## config.mk

```make
export PLATFORM = sky130hd
export DESIGN_NAME = pressure_temperature_compensation_top
export DESIGN_NICKNAME = d
export VERILOG_FILES = /design/src/hw/rtl/ptc_pkg.sv /design/src/hw/rtl/ptc_mul.sv /design/src/hw/rtl/ptc_div.sv /design/src/hw/rtl/pressure_temperature_compensation_top.sv
export SDC_FILE = /design/constraint.sdc
export NUM_CORES = 2
export LEC_CHECK = 0
export CELL_PAD_IN_SITES_DETAIL_PLACEMENT = 1
export CELL_PAD_IN_SITES_GLOBAL_PLACEMENT = 1
export CORE_MARGIN = 4
export CORE_UTILIZATION = 45
export CTS_CLUSTER_DIAMETER = 100
export CTS_CLUSTER_SIZE = 20
export DETAILED_ROUTE_END_ITERATION = 16
export DONT_BUFFER_PORTS = 1
export GPL_TIMING_DRIVEN = 0
export PLACE_DENSITY = 0.74
export SETUP_SLACK_MARGIN = 0.02
export SLEW_MARGIN = 0
export SYNTH_ARGS = -nofsm -noshare
export SYNTH_HDL_FRONTEND = slang
export SYNTH_SLANG_ARGS = --single-unit
export TNS_END_PERCENT = 10
```

## constraint.sdc

```tcl
create_clock -name aclk -period 6.6 [get_ports aclk]
set_input_delay 0.66 -clock aclk [delete_from_list [all_inputs] [get_ports aclk]]
set_output_delay 0.66 -clock aclk [all_outputs]
set_load 0.02 [all_outputs]
```

## src/hw/rtl/ptc_pkg.sv

```systemverilog
package ptc_pkg;

    localparam int unsigned WORD_W = 64;
    localparam int unsigned CNT_W = 6;
    localparam int unsigned CFG_W = 48;
    localparam int unsigned RAW_W = 20;
    localparam int unsigned HALF_W = 32;

    localparam logic [WORD_W-1:0] TEMP_OFFSET = 64'd128000;
    localparam logic [WORD_W-1:0] PRESS_FULL = 64'd1048576;
    localparam logic [WORD_W-1:0] PRESS_SCALE = 64'd3125;
    localparam logic [WORD_W-1:0] TEMP_ROUND = 64'd128;
    localparam logic [WORD_W-1:0] DIV_BIAS = 64'h0000_8000_0000_0000;

    typedef enum logic [1:0] {
        CFG_TEMP    = 2'd0,
        CFG_PRESS_A = 2'd1,
        CFG_PRESS_B = 2'd2,
        CFG_PRESS_C = 2'd3
    } cfg_index_t;

    typedef enum logic {
        OP_TEMP  = 1'b0,
        OP_PRESS = 1'b1
    } op_t;

    typedef struct packed {
        logic              operation;
        logic [RAW_W-1:0]  raw_sample;
    } in_item_t;

    typedef struct packed {
        logic                result_kind;
        logic signed [31:0]  temperature_centi;
        logic [31:0]         pressure_q24_8;
        logic                zero_divisor;
    } out_item_t;

    function automatic logic [WORD_W-1:0] wrap32(input logic [WORD_W-1:0] v);
        return {{HALF_W{v[HALF_W-1]}}, v[HALF_W-1:0]};
    endfunction

    function automatic logic [WORD_W-1:0] asr(input logic [WORD_W-1:0] v,
                                              input logic [CNT_W-1:0] s);
        return WORD_W'($signed(v) >>> s);
    endfunction

    function automatic logic [WORD_W-1:0] lane_u(input logic [CFG_W-1:0] r,
                                                 input logic [1:0] k);
        return {48'd0, r[16*k +: 16]};
    endfunction

    function automatic logic [WORD_W-1:0] lane_s(input logic [CFG_W-1:0] r,
                                                 input logic [1:0] k);
        logic [15:0] v;
        v = r[16*k +: 16];
        return {{48{v[15]}}, v};
    endfunction

endpackage

```

## src/hw/rtl/ptc_mul.sv

```systemverilog
module ptc_mul (
    input  logic                       aclk,
    input  logic                       aresetn,
    input  logic                       start,
    input  logic [ptc_pkg::WORD_W-1:0] op_a,
    input  logic [ptc_pkg::WORD_W-1:0] op_b,
    output logic                       done,
    output logic [ptc_pkg::WORD_W-1:0] product
);
    import ptc_pkg::*;

    logic [WORD_W-1:0] a_reg, a_next;
    logic [WORD_W-1:0] b_reg, b_next;
    logic [WORD_W-1:0] acc_reg, acc_next;
    logic [CNT_W-1:0]  cnt_reg, cnt_next;
    logic              busy_reg, busy_next;
    logic              done_reg, done_next;

    // shift-add, one multiplier bit per cycle, low 64 bits kept
    always_comb begin
        a_next = a_reg;
        b_next = b_reg;
        acc_next = acc_reg;
        cnt_next = cnt_reg;
        busy_next = busy_reg;
        done_next = 1'b0;
        if (start) begin
            a_next = op_a;
            b_next = op_b;
            acc_next = '0;
            cnt_next = '0;
            busy_next = 1'b1;
        end else if (busy_reg) begin
            if (b_reg[0]) begin
                acc_next = acc_reg + a_reg;
            end
            a_next = {a_reg[WORD_W-2:0], 1'b0};
            b_next = {1'b0, b_reg[WORD_W-1:1]};
            cnt_next = cnt_reg + 1'b1;
            if (&cnt_reg) begin
                busy_next = 1'b0;
                done_next = 1'b1;
            end
        end
    end

    always_ff @(posedge aclk) begin
        if (!aresetn) begin
            busy_reg <= 1'b0;
            done_reg <= 1'b0;
            cnt_reg <= '0;
        end else begin
            busy_reg <= busy_next;
            done_reg <= done_next;
            cnt_reg <= cnt_next;
        end
        a_reg <= a_next;
        b_reg <= b_next;
        acc_reg <= acc_next;
    end

    assign done = done_reg;
    assign product = acc_reg;

endmodule

```

## src/hw/rtl/ptc_div.sv

```systemverilog
module ptc_div (
    input  logic                       aclk,
    input  logic                       aresetn,
    input  logic                       start,
    input  logic [ptc_pkg::WORD_W-1:0] dividend,
    input  logic [ptc_pkg::WORD_W-1:0] divisor,
    output logic                       done,
    output logic [ptc_pkg::WORD_W-1:0] quotient
);
    import ptc_pkg::*;

    logic [WORD_W-1:0] rem_reg, rem_next;
    logic [WORD_W-1:0] quo_reg, quo_next;
    logic [WORD_W-1:0] den_reg, den_next;
    logic [WORD_W-1:0] res_reg, res_next;
    logic [CNT_W-1:0]  cnt_reg, cnt_next;
    logic              neg_reg, neg_next;
    logic              busy_reg, busy_next;
    logic              fix_reg, fix_next;
    logic              done_reg, done_next;
    logic [WORD_W:0]   shifted;
    logic [WORD_W:0]   trial;

    assign shifted = {rem_reg, quo_reg[WORD_W-1]};
    assign trial = shifted - {1'b0, den_reg};

    // restoring division on magnitudes, one quotient bit per cycle
    always_comb begin
        rem_next = rem_reg;
        quo_next = quo_reg;
        den_next = den_reg;
        res_next = res_reg;
        cnt_next = cnt_reg;
        neg_next = neg_reg;
        busy_next = busy_reg;
        fix_next = 1'b0;
        done_next = 1'b0;
        if (start) begin
            rem_next = '0;
            quo_next = dividend[WORD_W-1] ? (~dividend + 1'b1) : dividend;
            den_next = divisor[WORD_W-1] ? (~divisor + 1'b1) : divisor;
            neg_next = dividend[WORD_W-1] ^ divisor[WORD_W-1];
            cnt_next = '0;
            busy_next = 1'b1;
        end else if (busy_reg) begin
            if (!trial[WORD_W]) begin
                rem_next = trial[WORD_W-1:0];
                quo_next = {quo_reg[WORD_W-2:0], 1'b1};
            end else begin
                rem_next = shifted[WORD_W-1:0];
                quo_next = {quo_reg[WORD_W-2:0], 1'b0};
            end
            cnt_next = cnt_reg + 1'b1;
            if (&cnt_reg) begin
                busy_next = 1'b0;
                fix_next = 1'b1;
            end
        end else if (fix_reg) begin
            res_next = neg_reg ? (~quo_reg + 1'b1) : quo_reg;
            done_next = 1'b1;
        end
    end

    always_ff @(posedge aclk) begin
        if (!aresetn) begin
            busy_reg <= 1'b0;
            fix_reg <= 1'b0;
            done_reg <= 1'b0;
            cnt_reg <= '0;
        end else begin
            busy_reg <= busy_next;
            fix_reg <= fix_next;
            done_reg <= done_next;
            cnt_reg <= cnt_next;
        end
        rem_reg <= rem_next;
        quo_reg <= quo_next;
        den_reg <= den_next;
        res_reg <= res_next;
        neg_reg <= neg_next;
    end

    assign done = done_reg;
    assign quotient = res_reg;

endmodule

```

## src/hw/rtl/pressure_temperature_compensation_top.sv

```systemverilog
// channel   direction  handshake                  payload
// s_        in         s_valid / s_ready          s_data (in_item_t)
// m_        out        m_valid / m_ready          m_data (out_item_t)
// cfg_      in         cfg_valid / cfg_ready      cfg_index, cfg_value
// a temperature item uses three serial multiplies
// a pressure item uses ten serial multiplies
// and one serial divide, all on one shift-add and one shift-subtract unit
// one item is worked at a time; s_ready is high while the sequencer is idle
// a finished result waits in the output register while the next item is taken
// reset is synchronous; coefficients and the fine temperature clear to zero
module pressure_temperature_compensation_top (
    input  logic                      aclk,
    input  logic                      aresetn,
    input  logic                      s_valid,
    output logic                      s_ready,
    input  ptc_pkg::in_item_t         s_data,
    output logic                      m_valid,
    input  logic                      m_ready,
    output ptc_pkg::out_item_t        m_data,
    input  logic                      cfg_valid,
    output logic                      cfg_ready,
    input  ptc_pkg::cfg_index_t       cfg_index,
    input  logic [ptc_pkg::CFG_W-1:0] cfg_value
);
    import ptc_pkg::*;

    typedef enum logic [4:0] {
        ST_IDLE  = 5'b00001,
        ST_CALC  = 5'b00010,
        ST_MWAIT = 5'b00100,
        ST_DWAIT = 5'b01000,
        ST_DONE  = 5'b10000
    } state_t;

    typedef enum logic [3:0] {
        SP_T1, SP_T2, SP_T3,
        SP_P1, SP_P2, SP_P3, SP_P4, SP_P5, SP_P6,
        SP_P7, SP_P8, SP_P9, SP_P10, SP_P11, SP_P12
    } step_t;

    state_t            state_reg, state_next;
    step_t             step_reg, step_next;
    logic [CFG_W-1:0]  tc_reg, pa_reg, pb_reg, pc_reg;
    logic [HALF_W-1:0] fine_reg, fine_next;
    logic [RAW_W-1:0]  raw_reg, raw_next;
    logic [WORD_W-1:0] ra_reg, ra_next;
    logic [WORD_W-1:0] rb_reg, rb_next;
    logic [WORD_W-1:0] rp_reg, rp_next;
    logic [WORD_W-1:0] rq_reg, rq_next;
    out_item_t         pend_reg, pend_next;
    out_item_t         out_reg, out_next;
    logic              out_valid_reg, out_valid_next;

    logic              mul_start, mul_done, div_start, div_done;
    logic [WORD_W-1:0] mul_a, mul_b, prod, quot;
    logic [WORD_W-1:0] v2, tf, tsum, tcent, psum;

    ptc_mul u_mul (
        .aclk(aclk), .aresetn(aresetn), .start(mul_start),
        .op_a(mul_a), .op_b(mul_b), .done(mul_done), .product(prod)
    );

    ptc_div u_div (
        .aclk(aclk), .aresetn(aresetn), .start(div_start),
        .dividend(rp_reg), .divisor(ra_reg), .done(div_done), .quotient(quot)
    );

    assign s_ready = (state_reg == ST_IDLE);
    assign cfg_ready = 1'b1;
    assign m_valid = out_valid_reg;
    assign m_data = out_reg;

    assign v2 = asr(wrap32(prod), 6'd14);
    assign tf = wrap32(ra_reg + v2);
    assign tsum = wrap32({tf[WORD_W-3:0], 2'b00} + tf + TEMP_ROUND);
    assign tcent = asr(tsum, 6'd8);
    assign psum = asr(rp_reg + ra_reg + rb_reg, 6'd8) + (lane_s(pc_reg, 2'd0) << 4);

    always_comb begin
        state_next = state_reg;
        step_next = step_reg;
        fine_next = fine_reg;
        raw_next = raw_reg;
        ra_next = ra_reg;
        rb_next = rb_reg;
        rp_next = rp_reg;
        rq_next = rq_reg;
        pend_next = pend_reg;
        out_next = out_reg;
        out_valid_next = out_valid_reg;
        mul_start = 1'b0;
        div_start = 1'b0;
        mul_a = ra_reg;
        mul_b = rq_reg;

        if (out_valid_reg && m_ready) begin
            out_valid_next = 1'b0;
        end

        unique case (state_reg)
            ST_IDLE: begin
                if (s_valid) begin
                    raw_next = s_data.raw_sample;
                    pend_next = '0;
                    pend_next.result_kind = s_data.operation;
                    ra_next = {{HALF_W{fine_reg[HALF_W-1]}}, fine_reg} - TEMP_OFFSET;
                    step_next = (s_data.operation == OP_PRESS) ? SP_P1 : SP_T1;
                    state_next = ST_CALC;
                end
            end
            ST_CALC: begin
                state_next = ST_MWAIT;
                unique case (step_reg)
                    SP_T1: begin
                        mul_a = wrap32(64'(raw_reg >> 3) - (lane_u(tc_reg, 2'd0) << 1));
                        mul_b = lane_s(tc_reg, 2'd1);
                    end
                    SP_T2: begin
                        mul_a = wrap32(64'(raw_reg >> 4) - lane_u(tc_reg, 2'd0));
                        mul_b = mul_a;
                    end
                    SP_T3: begin
                        mul_a = rb_reg;
                        mul_b = lane_s(tc_reg, 2'd2);
                    end
                    SP_P1: mul_b = ra_reg;
                    SP_P2: begin
                        mul_a = rq_reg;
                        mul_b = lane_s(pb_reg, 2'd2);
                    end
                    SP_P3: mul_b = lane_s(pb_reg, 2'd1);
                    SP_P4: begin
                        mul_a = rq_reg;
                        mul_b = lane_s(pa_reg, 2'd2);
                    end
                    SP_P5: mul_b = lane_s(pa_reg, 2'd1);
                    SP_P6: begin
                        mul_a = rq_reg;
                        mul_b = lane_u(pa_reg, 2'd0);
                    end
                    SP_P7: begin
                        mul_a = ((PRESS_FULL - 64'(raw_reg)) << 31) - rb_reg;
                        mul_b = PRESS_SCALE;
                    end
                    SP_P8: state_next = ST_DWAIT;
                    SP_P9: begin
                        mul_a = lane_s(pc_reg, 2'd2);
                        mul_b = rq_reg;
                    end
                    SP_P10: mul_b = rq_reg;
                    SP_P11: begin
                        mul_a = lane_s(pc_reg, 2'd1);
                        mul_b = rp_reg;
                    end
                    SP_P12: begin
                        pend_next.pressure_q24_8 = psum[31:0];
                        state_next = ST_DONE;
                    end
                    default: state_next = ST_DONE;
                endcase
                // divisor of zero ends the item without a product
                if (step_reg == SP_P7 && ra_reg == '0) begin
                    pend_next.zero_divisor = 1'b1;
                    state_next = ST_DONE;
                end
                mul_start = (state_next == ST_MWAIT);
                div_start = (state_next == ST_DWAIT);
            end
            ST_MWAIT: begin
                if (mul_done) begin
                    state_next = ST_CALC;
                    step_next = step_t'(step_reg + 1'b1);
                    unique case (step_reg)
                        SP_T1: ra_next = asr(wrap32(prod), 6'd11);
                        SP_T2: rb_next = asr(wrap32(prod), 6'd12);
                        SP_T3: begin
                            fine_next = tf[HALF_W-1:0];
                            pend_next.temperature_centi = tcent[HALF_W-1:0];
                            state_next = ST_DONE;
                        end
                        SP_P1: rq_next = prod;
                        SP_P2: rb_next = prod;
                        SP_P3: rb_next = rb_reg + (prod << 17)
                                         + (lane_s(pb_reg, 2'd0) << 35);
                        SP_P4: rq_next = asr(prod, 6'd8);
                        SP_P5: rq_next = rq_reg + (prod << 12) + DIV_BIAS;
                        SP_P6: ra_next = asr(prod, 6'd33);
                        SP_P7: rp_next = prod;
                        SP_P9: ra_next = prod;
                        SP_P10: ra_next = asr(prod, 6'd25);
                        SP_P11: rb_next = asr(prod, 6'd19);
                        default: state_next = ST_DONE;
                    endcase
                end
            end
            ST_DWAIT: begin
                if (div_done) begin
                    rp_next = quot;
                    rq_next = asr(quot, 6'd13);
                    step_next = SP_P9;
                    state_next = ST_CALC;
                end
            end
            ST_DONE: begin
                if (!out_valid_reg || m_ready) begin
                    out_next = pend_reg;
                    out_valid_next = 1'b1;
                    state_next = ST_IDLE;
                end
            end
            default: state_next = ST_IDLE;
        endcase
    end

    always_ff @(posedge aclk) begin
        if (!aresetn) begin
            state_reg <= ST_IDLE;
            step_reg <= SP_T1;
            out_valid_reg <= 1'b0;
            fine_reg <= '0;
            tc_reg <= '0;
            pa_reg <= '0;
            pb_reg <= '0;
            pc_reg <= '0;
        end else begin
            state_reg <= state_next;
            step_reg <= step_next;
            out_valid_reg <= out_valid_next;
            fine_reg <= fine_next;
            if (cfg_valid) begin
                unique case (cfg_index)
                    CFG_TEMP:    tc_reg <= cfg_value;
                    CFG_PRESS_A: pa_reg <= cfg_value;
                    CFG_PRESS_B: pb_reg <= cfg_value;
                    CFG_PRESS_C: pc_reg <= cfg_value;
                    default: ;
                endcase
            end
        end
        raw_reg <= raw_next;
        ra_reg <= ra_next;
        rb_reg <= rb_next;
        rp_reg <= rp_next;
        rq_reg <= rq_next;
        pend_reg <= pend_next;
        out_reg <= out_next;
    end

endmodule

```

==> reports/results.txt <==
outcome: finished, violations left
failing checks: capacitance limit, slew limit, setup timing
CTS tree: yes
crit start category: flop
Root Buffer Master: clkbuf_16
Max stage delay on crit path: 0.82 ns
filler cell count: 18,948
Post-synth ARST share: 0%
Min Hold Slack: 0.0298 ns
total grt overflow: 0
final worst slack: -0.0870 ns
total count of hold-check failures in the final report: 0
clk_skew: 0.0416 ns
Non-Filler Instances: 10,594
Slew Viols, Final: 204
Num CTS Buffers: 69
num rows: 148
placed cells: 10,417
Peak Freq: 150 MHz
DR WL/cell: 34.6 um
Cell variety after synth: 99
Req. time, crit path: 6.96 ns
Tcrit/Tclk final: 101%
critical path endpoint category: flop
area of the multi-input gates: 42,200 um2
cell taking the most area after synthesis: edfxtp_1
share of the synthesized area in the top cell type: 29.0%
first-pass GRT wire length: 509,000 um
Slew HR: -9.02%
Synth Area per Inst: 8.99 um2
Hold WC Path Type: primary input to flop
Post-synth top cells: nand2_1 (1,310), edfxtp_1 (713), o21ai_0 (618)
DP Wirelength: 289,000 um
largest net degree at the start of global routing: 75
clk sink count: 1,092
Routed Antenna Nets: 0
layout cell share with drive strength beyond 1: 3.87%
worst vdd ir: 0.501 mV
critical path fanouts, max: 10
CORE AREA: 163,000 um2
Vias: 70,533
Setup CP Type: flop to flop
Seq. cell area: 29,000 um2
Lkg Pwr: 30.0 nW
vias in the first global route: 68,815
Initial Util: 45.3%
drt pass-1 iters: 10
Max Cap Viol: 24
routed vias/inst: 6.66
YS warnings: 0
Post-synth EDFFs: 713
worst-margin pin slew: 1.64 ns
Max clock buf depth: 3
FF+latch count, synth: 1,092
Critical Path, Cell by Cell: or4_4 > or4_4 > nor4_4 > nand3_1 > nor3_2 > nand2_2 > o21a_1 > nand2_2 > buf_2 > clkbuf_4 > buf_4 > buf_2 > nand2_1 > o21ai_0
die width: 413 um
die footprint: 171,000 um2
GRT Util Overall: 41.8%
IO Count: 145
DP Area: 77,100 um2
top-count cell post-synth: nand2_1
Mapped Area: 73,900 um2
sequential fraction of the synthesis area: 39.2%
Top FF cell, synth: edfxtp_1
clock network latency to the later pin of the worst-skew pair: 0.75 ns
Final Critical Period: 6.69 ns
CTS clk-pin slew, worst paths: 0.09 ns
PD cells: 377 nW/um2
Syn Inst Count: 8,223
final net count: 9,001
final non-filler cell area: 80,000 um2
initial antenna violation count: 36
layout overhead on the synthesized area: 8.20%
syn nets: 8,867
H-tree Lvls: 3
port bufs: 0
drt initial violations: 9,783
Die Y: 413 um
Total Wirelength: 367,000 um
Critical Path AT: 7.05 ns
number of remaining DRC errors: 0
Slowest-stage cell, CP: edfxtp_1
Final Setup Violations: 1
Final Wtd Congestion: 1.03
Synth area leaders: edfxtp_1 (29%), dfxtp_1 (10%), ha_1 (8.4%)
routing by layer:
| layer | wire length [um] | track usage (%) | vias to the layer above |
|---|---|---|---|
| li1 | - | - | 30294 |
| met3 | 41400 | 9.74 | 969 |
| met5 | 135 | 0 | - |
| met4 | 27400 | 26.4 | 20 |
| met2 | 155000 | 62.4 | 4095 |
| met1 | 142000 | 54.6 | 35155 |
area by class of cell:
| class | instances | area share [%] |
|---|---|---|
| antenna | 12 | 0.0376 |
| buffer | 529 | 2.61 |
| clock buffer | 104 | 2.47 |
| clock inverter | 17 | 0.261 |
| inverter | 252 | 1.19 |
| multi-input combinational | 6350 | 52.8 |
| sequential | 1092 | 36.3 |
| tap | 2175 | 3.40 |
| timing repair buffer | 63 | 0.961 |
power breakdown:
group	total (mW)	internal, mW	switching [mW]
Clock	4.84	2.13	2.71
Combinational	15.6	5.63	9.93
Sequential	9.75	8.36	1.39
Total	30.2	16.1	14.0
cell families after synthesis:
group                    count (synthesis)  share of synthesized area [%]
AO/OA/AOI/OAI                         2548                           22.7
XOR/XNOR                               570                           6.78
adder cells (fa/ha/maj)                568                           10.4
buffers and inverters                  781                           4.05
flip-flops                            1092                           39.2
multiplexers                            70                          0.958
other                                    1                        0.00507
AND/OR/NAND/NOR                       2593                           15.9
path summary, 6_finish.rpt:
path,start,to,slack (ns),depth (start not counted)
worst max register to register,ra_reg[10],u_mul.b_reg[0],-0.09,14
worst min-delay path,s_data[0],raw_reg[0],0.03,0
worst min register to register,pend_reg[31],m_data[31],0.42,0
worst max-delay path,ra_reg[10],u_mul.b_reg[0],-0.09,14
cells in the final DEF (no fill, tap or decap), drive strengths merged, types with 74 or more instances in the layout:
master and instances:
nand3 127, o21ai 623, buf 133, a21o 198, nor2 493, a221oi 88, a21boi 241, clkbuf 557
xor2 211, dfxtp 379, ha 495, inv 254, nor3 114, a22oi 116, a211oi 74, o31ai 75
nand2 1310, a21oi 528, a31oi 108, xnor2 358, edfxtp 713
per-stage QoR:
stage               setup TNS [ns]  power [mW]  utilization (%)  setup slack (ns)
finish                     -0.0870        30.2             49.1           -0.0870
global route               -0.0167        31.7             49.1           -0.0167
CTS                              0        29.5             48.9            0.0233
detailed placement         -174.27        24.5             47.3             -1.09
global placement          -1337.32        23.9             47.0             -5.21
floorplan                        0        19.1                -            0.0829
critical path, delay by kind of cell, from the launching register on:
family | cells | cell delay [ns]
simple gates | 8 | 2.89
buf+inv | 4 | 1.77
flops | 1 | 0.82
compound gates | 2 | 0.78
repair_timing:
item | CTS | global route
pin swaps | 0 | 7
buffers inserted | 22 | 15
gates resized for setup | 31 | 30
endpoints found under the hold margin | 6 | 0
hold buffers | 6 | 0
endpoints found under the setup margin | 331 | 71
No activity file was read; power rests on OpenSTA's default activity.
